--- src/design/clt_pkg.sv ---
// ----------------------------------------------------------------------------
// clt_pkg
// types and byte codes shared by the command line tokenizer
// ----------------------------------------------------------------------------
`default_nettype none

package clt_pkg;

	localparam int unsigned CharW = 8;
	localparam int unsigned KindW = 3;
	localparam int unsigned ErrW  = 3;

	localparam int unsigned InDataW  = 8;
	localparam int unsigned OutDataW = 16;
	localparam int unsigned OutUserW = 5;

	localparam logic [KindW-1:0] KIND_NONE  = 3'd0;
	localparam logic [KindW-1:0] KIND_NAME  = 3'd1;
	localparam logic [KindW-1:0] KIND_INT   = 3'd2;
	localparam logic [KindW-1:0] KIND_FLOAT = 3'd3;
	localparam logic [KindW-1:0] KIND_STR   = 3'd4;

	localparam logic [ErrW-1:0] ERR_NONE     = 3'd0;
	localparam logic [ErrW-1:0] ERR_SPACE    = 3'd1;
	localparam logic [ErrW-1:0] ERR_QUOTE    = 3'd2;
	localparam logic [ErrW-1:0] ERR_BYTE     = 3'd3;
	localparam logic [ErrW-1:0] ERR_UNCLOSED = 3'd4;

	localparam logic [CharW-1:0] CH_SPACE = 8'h20;
	localparam logic [CharW-1:0] CH_DASH  = 8'h2d;
	localparam logic [CharW-1:0] CH_DOT   = 8'h2e;
	localparam logic [CharW-1:0] CH_QUOTE = 8'h22;
	localparam logic [CharW-1:0] CH_ZERO  = 8'h30;
	localparam logic [CharW-1:0] CH_NINE  = 8'h39;
	localparam logic [CharW-1:0] CH_PRLO  = 8'd32;
	localparam logic [CharW-1:0] CH_PRHI  = 8'd126;

	typedef struct packed {
		logic [KindW-1:0] kind;
		logic             in_quotes;
		logic             has_text;
		logic [ErrW-1:0]  err;
	} tok_state_t;

	typedef struct packed {
		logic [CharW-1:0] char_out;
		logic             append_flag;
		logic             token_done;
		logic [KindW-1:0] token_kind;
		logic             command_done;
		logic [ErrW-1:0]  error_code;
	} tok_result_t;

	localparam tok_state_t STATE_RESET = '{
		kind:      KIND_NAME,
		in_quotes: 1'b0,
		has_text:  1'b0,
		err:       ERR_NONE
	};

endpackage

`default_nettype wire

--- src/design/clt_step.sv ---
// ----------------------------------------------------------------------------
// clt_step
// classifies one command byte or end marker against the tokenizer state
// ----------------------------------------------------------------------------
`default_nettype none

module clt_step (
	input  wire logic [clt_pkg::CharW-1:0] char_in,
	input  wire logic                      end_mark,
	input  wire clt_pkg::tok_state_t       cur,
	output clt_pkg::tok_state_t            nxt,
	output clt_pkg::tok_result_t           res
);
	import clt_pkg::*;

	logic is_space, is_digit, is_dash, is_dot, is_quote, is_print;

	assign is_space = (char_in == CH_SPACE);
	assign is_digit = (char_in >= CH_ZERO) && (char_in <= CH_NINE);
	assign is_dash  = (char_in == CH_DASH);
	assign is_dot   = (char_in == CH_DOT);
	assign is_quote = (char_in == CH_QUOTE);
	assign is_print = (char_in >= CH_PRLO) && (char_in <= CH_PRHI);

	always_comb begin
		nxt = cur;
		res = '0;
		if (end_mark) begin
			if (cur.err != ERR_NONE) begin
				res.error_code = cur.err;
			end else if (cur.in_quotes) begin
				res.error_code = ERR_UNCLOSED;
			end else if (cur.kind != KIND_NONE && cur.has_text) begin
				res.token_done = 1'b1;
				res.token_kind = cur.kind;
			end
			res.command_done = 1'b1;
			nxt = STATE_RESET;
		end else if (cur.err != ERR_NONE) begin
			res.error_code = cur.err;
		end else if (is_space) begin
			if (cur.in_quotes) begin
				res.append_flag = 1'b1;
				res.char_out    = char_in;
				nxt.has_text    = 1'b1;
			end else if (cur.kind == KIND_NONE || !cur.has_text) begin
				res.error_code = ERR_SPACE;
			end else begin
				res.token_done = 1'b1;
				res.token_kind = cur.kind;
				nxt.kind       = KIND_NONE;
				nxt.has_text   = 1'b0;
			end
		end else if (is_digit || is_dash) begin
			if (cur.kind == KIND_NONE) begin
				nxt.kind = KIND_INT;
			end else if (is_dash && cur.kind != KIND_NAME) begin
				nxt.kind = KIND_STR;
			end
			res.append_flag = 1'b1;
			res.char_out    = char_in;
			nxt.has_text    = 1'b1;
		end else if (is_dot) begin
			if (cur.kind == KIND_INT || cur.kind == KIND_NONE) begin
				nxt.kind = KIND_FLOAT;
			end
			res.append_flag = 1'b1;
			res.char_out    = char_in;
			nxt.has_text    = 1'b1;
		end else if (is_quote) begin
			if (!cur.in_quotes) begin
				if (cur.kind != KIND_NONE) begin
					res.error_code = ERR_QUOTE;
				end else begin
					nxt.kind      = KIND_STR;
					nxt.in_quotes = 1'b1;
				end
			end else begin
				res.token_done = 1'b1;
				res.token_kind = cur.kind;
				nxt.kind       = KIND_NONE;
				nxt.has_text   = 1'b0;
				nxt.in_quotes  = 1'b0;
			end
		end else if (is_print) begin
			if (cur.kind != KIND_NAME) begin
				nxt.kind = KIND_STR;
			end
			res.append_flag = 1'b1;
			res.char_out    = char_in;
			nxt.has_text    = 1'b1;
		end else begin
			res.error_code = ERR_BYTE;
		end
		if (!end_mark && res.error_code != ERR_NONE) begin
			nxt.err = res.error_code;
		end
	end

endmodule

`default_nettype wire

--- src/design/command_line_tokenizer_core.sv ---
// ----------------------------------------------------------------------------
// command_line_tokenizer_core
// splits a console command byte stream into classified tokens
// ----------------------------------------------------------------------------
// One command byte per transfer on the slave side, tlast marking the end of
// the command (that transfer carries no byte). Exactly one result transfer
// leaves per input transfer, in order. A transfer is taken every cycle while
// the master side keeps up; each byte passes the input register and then
// the result register, and the tokenizer state register closes its loop
// within the single classification step between them. An output register
// and the input register let a new byte enter while a result waits.
`default_nettype none

module command_line_tokenizer_core (
	input  wire logic                               clk,
	input  wire logic                               arst_n,
	input  wire logic                               s_tvalid,
	output      logic                               s_tready,
	input  wire logic [clt_pkg::InDataW-1:0]        s_tdata,  // char_in[7:0]
	input  wire logic                               s_tlast,  // end_mark
	output      logic                               m_tvalid,
	input  wire logic                               m_tready,
	output      logic [clt_pkg::OutDataW-1:0]       m_tdata,  // char_out[7:0], error_code[10:8], zero
	output      logic [clt_pkg::OutUserW-1:0]       m_tuser,  // append_flag, token_done, token_kind[4:2]
	output      logic                               m_tlast   // command_done
);
	import clt_pkg::*;

	logic               valid_s1, valid_s2;
	logic [CharW-1:0]   char_s1;
	logic               end_s1;
	tok_result_t        res_s2;
	tok_state_t         state_q, state_nxt;
	tok_result_t        res_nxt;
	logic               ready_s2, ready_s1, adv;

	assign ready_s2 = !valid_s2 || m_tready;
	assign ready_s1 = !valid_s1 || ready_s2;
	assign adv      = valid_s1 && ready_s2;
	assign s_tready = ready_s1;

	clt_step u_step (
		.char_in  (char_s1),
		.end_mark (end_s1),
		.cur      (state_q),
		.nxt      (state_nxt),
		.res      (res_nxt)
	);

	always_ff @(posedge clk or negedge arst_n) begin
		if (!arst_n) begin
			valid_s1 <= 1'b0;
			valid_s2 <= 1'b0;
			state_q  <= STATE_RESET;
		end else begin
			if (ready_s1) begin
				valid_s1 <= s_tvalid;
			end
			if (ready_s2) begin
				valid_s2 <= valid_s1;
			end
			if (adv) begin
				state_q <= state_nxt;
			end
		end
	end

	always_ff @(posedge clk) begin
		if (ready_s1 && s_tvalid) begin
			char_s1 <= s_tdata[CharW-1:0];
			end_s1  <= s_tlast;
		end
		if (adv) begin
			res_s2 <= res_nxt;
		end
	end

	assign m_tvalid = valid_s2;
	assign m_tdata  = {{(OutDataW - CharW - ErrW){1'b0}}, res_s2.error_code, res_s2.char_out};
	assign m_tuser  = {res_s2.token_kind, res_s2.token_done, res_s2.append_flag};
	assign m_tlast  = res_s2.command_done;

endmodule

`default_nettype wire

--- config.mk ---
export PLATFORM = sky130hd
export DESIGN_NAME = command_line_tokenizer_core
export DESIGN_NICKNAME = d
export VERILOG_FILES = /design/src/design/clt_pkg.sv /design/src/design/clt_step.sv /design/src/design/command_line_tokenizer_core.sv
export SDC_FILE = /design/constraint.sdc
export NUM_CORES = 1
export LEC_CHECK = 0
export BUFFER_PORTS_ARGS = -buffer_cell sky130_fd_sc_hd__buf_2
export CAP_MARGIN = 30
export CELL_PAD_IN_SITES_DETAIL_PLACEMENT = 0
export CELL_PAD_IN_SITES_GLOBAL_PLACEMENT = 1
export CORE_ASPECT_RATIO = 1.5
export CORE_MARGIN = 2
export CORE_UTILIZATION = 42
export CTS_CLUSTER_DIAMETER = 60
export DETAILED_ROUTE_END_ITERATION = 10
export PLACE_DENSITY_LB_ADDON = 0.3
export SETUP_SLACK_MARGIN = 0.15
export SYNTH_ARGS = -nofsm -noshare
export SYNTH_HDL_FRONTEND = slang
export SYNTH_SLANG_ARGS = --single-unit
--- constraint.sdc ---
create_clock -name clk -period 2.2 [get_ports clk]
set_clock_uncertainty 0.05 [all_clocks]
set_input_delay 0.55 -clock clk [delete_from_list [all_inputs] [get_ports clk]]
set_output_delay 0.55 -clock clk [all_outputs]
set_load 0.02 [all_outputs]
==> qor.csv <==
stage,metric,value,unit
sta,Setup Viol. Count Final,0,
critical_path,nature of the critical path startpoint,flip-flop,
global_routing,first-pass GRT wire length,5.768,mm
job,Max-cap violations,0,
critical_path,worst-path fanout max,5,
global_routing,gr usage total,0.1609,
layout,"Cell Count, Final, Fillers Out",255,
pwr,power density cells,826.9,nW/um2
routing,Avg WL per Cell,14.64,um
routing,Total Wirelength,3.733,mm
sta,Slew headroom,0.6454,
synthesis,register area share after synthesis,0.5876,
critical_path,R2R depth,7,
cts,Worst-path clk slew,0.07,ns
synthesis,Yosys top cell area share,0.4444,
synthesis,most numerous cell in the Yosys netlist,edfxtp_1,
die,num rows,28,
critical_path,Critical Path RT,2.35,ns
die,Die Width,56.81,um
cts,CTS tree,yes,
critical_path,CP Capture Point,state_q[5]$_DFFE_PN1P_,
placed_design,number of port buffers,31,
cts,TritonCTS Buffers,5,
sta,Peak Freq,473.3,MHz
global_routing,largest net degree at the start of global routing,17,
sta,total negative slack,0,ns
critical_path,crit path from,char_s1[3]$_DFFE_PP_,
synthesis,#FFs+latches synth,36,
placed_design,GPL Wtd Cong,0.9544,
die,Starting Density,0.4398,
die,Core Footprint,3994,um2
routing,initial drt markers,59,
layout,fraction of layout cells with a size suffix above 1,0.4000,
layout,fin nets,222,
critical_path,register-to-register setup slack,0.09,ns
synthesis,Syn Std Cell Area,1757,um2
cts,CTS H-Tree Depth,2,
die,die span in y,83.21,um
routing,DR pass1 iterations,4,
layout,# fillers,349,
global_routing,met1 Usage GRT,0.1641,
pwr,VDD IR max,0.0006009,V
global_routing,GR peak layer,met2,
sta,Slew @ Worst Pin,0.5278,ns
synthesis,asr flop ratio synth,0.2778,
synthesis,Syn Inst Count,146,
cts,CTS Sinks,36,
synthesis,Synth Flop Type,edfxtp_1,
layout,Layout Area Growth over Synthesis,29.91,%
pwr,Leak,0.9936,nW
sta,hold_ws,0.06683,ns
die,# IOs,37,
global_routing,initial antenna violation count,0,
cts,CTS Buffer Depth,2,
cts,root buf cell,clkbuf_8,
placed_design,Post-DP HPWL,2.575,mm
routing,drt drc,0,
routing,DRT antenna net count,0,
synthesis,commonest cells in the netlist,"edfxtp_1, nor2_1, nand2_1, dfrtp_1, and2_1",
status,status,completed,
sta,Tmin final,2.113,ns
critical_path,crit end category,flip-flop,
synthesis,unique cell type count in the Yosys netlist,47,
routing,vias,1339,
sta,Max Slew Vio Count,0,
die,Die ar.,4727,um2
sta,final hold violations,0,
routing,average vias per placed instance,5.251,
sta,RSZ-0062 raised after global routing,yes,
synthesis,cells taking the most area after synthesis,"edfxtp_1, dfrtp_1, nor2_1",
global_routing,GR met2 Demand/Resource,0.2865,
critical_path,R2R Path End,state_q[5]$_DFFE_PN1P_,
placed_design,placed cell count,232,
sta,fin crit share,0.9603,
global_routing,gr ovfl total,0,
global_routing,vias in the first global route,1236,
critical_path,Setup CP Type,flip-flop to flip-flop,
layout,diode count,0,
synthesis,Yosys Warn Count,0,
synthesis,"EDFF count, synth",26,
synthesis,Post-Syn Area per Cell,12.03,um2
synthesis,Yosys top cell by area,edfxtp_1,
global_routing,global-route track usage on met3,0.04206,
cts,worst-skew pair later-pin latency,0.29,ns
worst_hold_path,Min-Delay Path Class,input port to asynchronous set/reset pin,
critical_path,RR Startpoint,char_s1[3]$_DFFE_PP_,
critical_path,CP arrival,2.26,ns
==> layout by cell type, fill, tap and decap left out, drive strengths merged, types with 2 or more instances in the layout <==
master / n
nand2b: 3
and3: 9
edfxtp: 26
nor4b: 2
nor3: 3
inv: 6
clkinv: 2
a211oi: 3
nor2: 18
nor4: 2
a21oi: 5
conb: 6
dfrtp: 9
nand3: 2
or3: 3
nand2: 11
clkbuf: 5
or2: 2
buf: 57
o21ai: 5
mux2i: 2
and2: 8
o211ai: 3
==> stage by stage <==
stage               worst slack [ns]  utilization  instance area (um2)  total power [mW]
floorplan                     0.2373            -                 1775             1.149
global placement              0.1548       0.5078                 2028             1.282
detailed placement           0.08014       0.5078                 2028             1.292
CTS                           0.1511       0.5517                 2203             1.867
global route                 0.01909       0.5714                 2282             1.969
finish                       0.08736       0.5714                 2282             1.887
==> repair_timing <==
item                                   in CTS  in global routing
pin swaps                                   6                  6
gates resized for setup                     3                  5
setup endpoints to repair                   8                  9
hold buffers                                0                  0
endpoints found under the hold margin       0                  0
setup buffers                               7                  8
==> power by group <==
part           internal, mW  leakage [nW]  switching (mW)
Clock                 0.330        0.0532           0.224
Sequential            0.815         0.382          0.0609
Combinational         0.198         0.558           0.260
==> layout make-up <==
class | count | area [um2] | area share
Clock inverter | 3 | 37.54 | 0.01645
Inverter | 6 | 22.52 | 0.009868
Timing Repair Buffer | 57 | 350.3 | 0.1535
Clock buffer | 5 | 68.82 | 0.03015
Tap cell | 45 | 56.30 | 0.02467
Sequential cell | 36 | 1032 | 0.4523
Multi-Input combinational cell | 103 | 714.4 | 0.3130
==> metal layers <==
metal,wire (um),vias up
met3,179,15
li1,-,654
met1,1373,624
met4,142,0
met2,2037,46
met5,0,-
==> worst max-delay path, cell delays in order (launching register included) <==
cell and delay, ns:
edfxtp_1 0.47, buf_4 0.18, nor4b_2 0.34, nand2_1 0.18
o31ai_4 0.25, a21o_1 0.24, nor2_1 0.08, a221oi_2 0.23
==> logic make-up (layout without fill, tap and decap cells) <==
kind of cell,Yosys count,after routing,share of synthesized area
flops,36,36,0.5876
mux,2,2,0.01140
compound gates,25,25,0.1225
simple gates,70,70,0.2400
other cells,1,6,0.002135
buf+inv,12,71,0.03632
==> state kept, by name, indices dropped and copies added (netlist names) <==
name      cells
m_tlast       1
state_q       8
valid_s1      1
end_s1        1
m_tvalid      1
char_s1       8
m_tdata      11
m_tuser       5
==> how the worst min path moves through the flow <==
| stage | to | cells after the start |
|---|---|---|
| finish | state_q[0]$_DFFE_PN0P_ | 1 |
| global route | state_q[0]$_DFFE_PN0P_ | 1 |
| CTS | state_q[0]$_DFFE_PN0P_ | 1 |
| detailed placement | state_q[0]$_DFFE_PN0P_ | 1 |
| global placement | state_q[0]$_DFFE_PN0P_ | 1 |
| floorplan | m_tvalid$_DFFE_PN0P_ | 0 |
No activity file was read; power rests on OpenSTA's default activity.
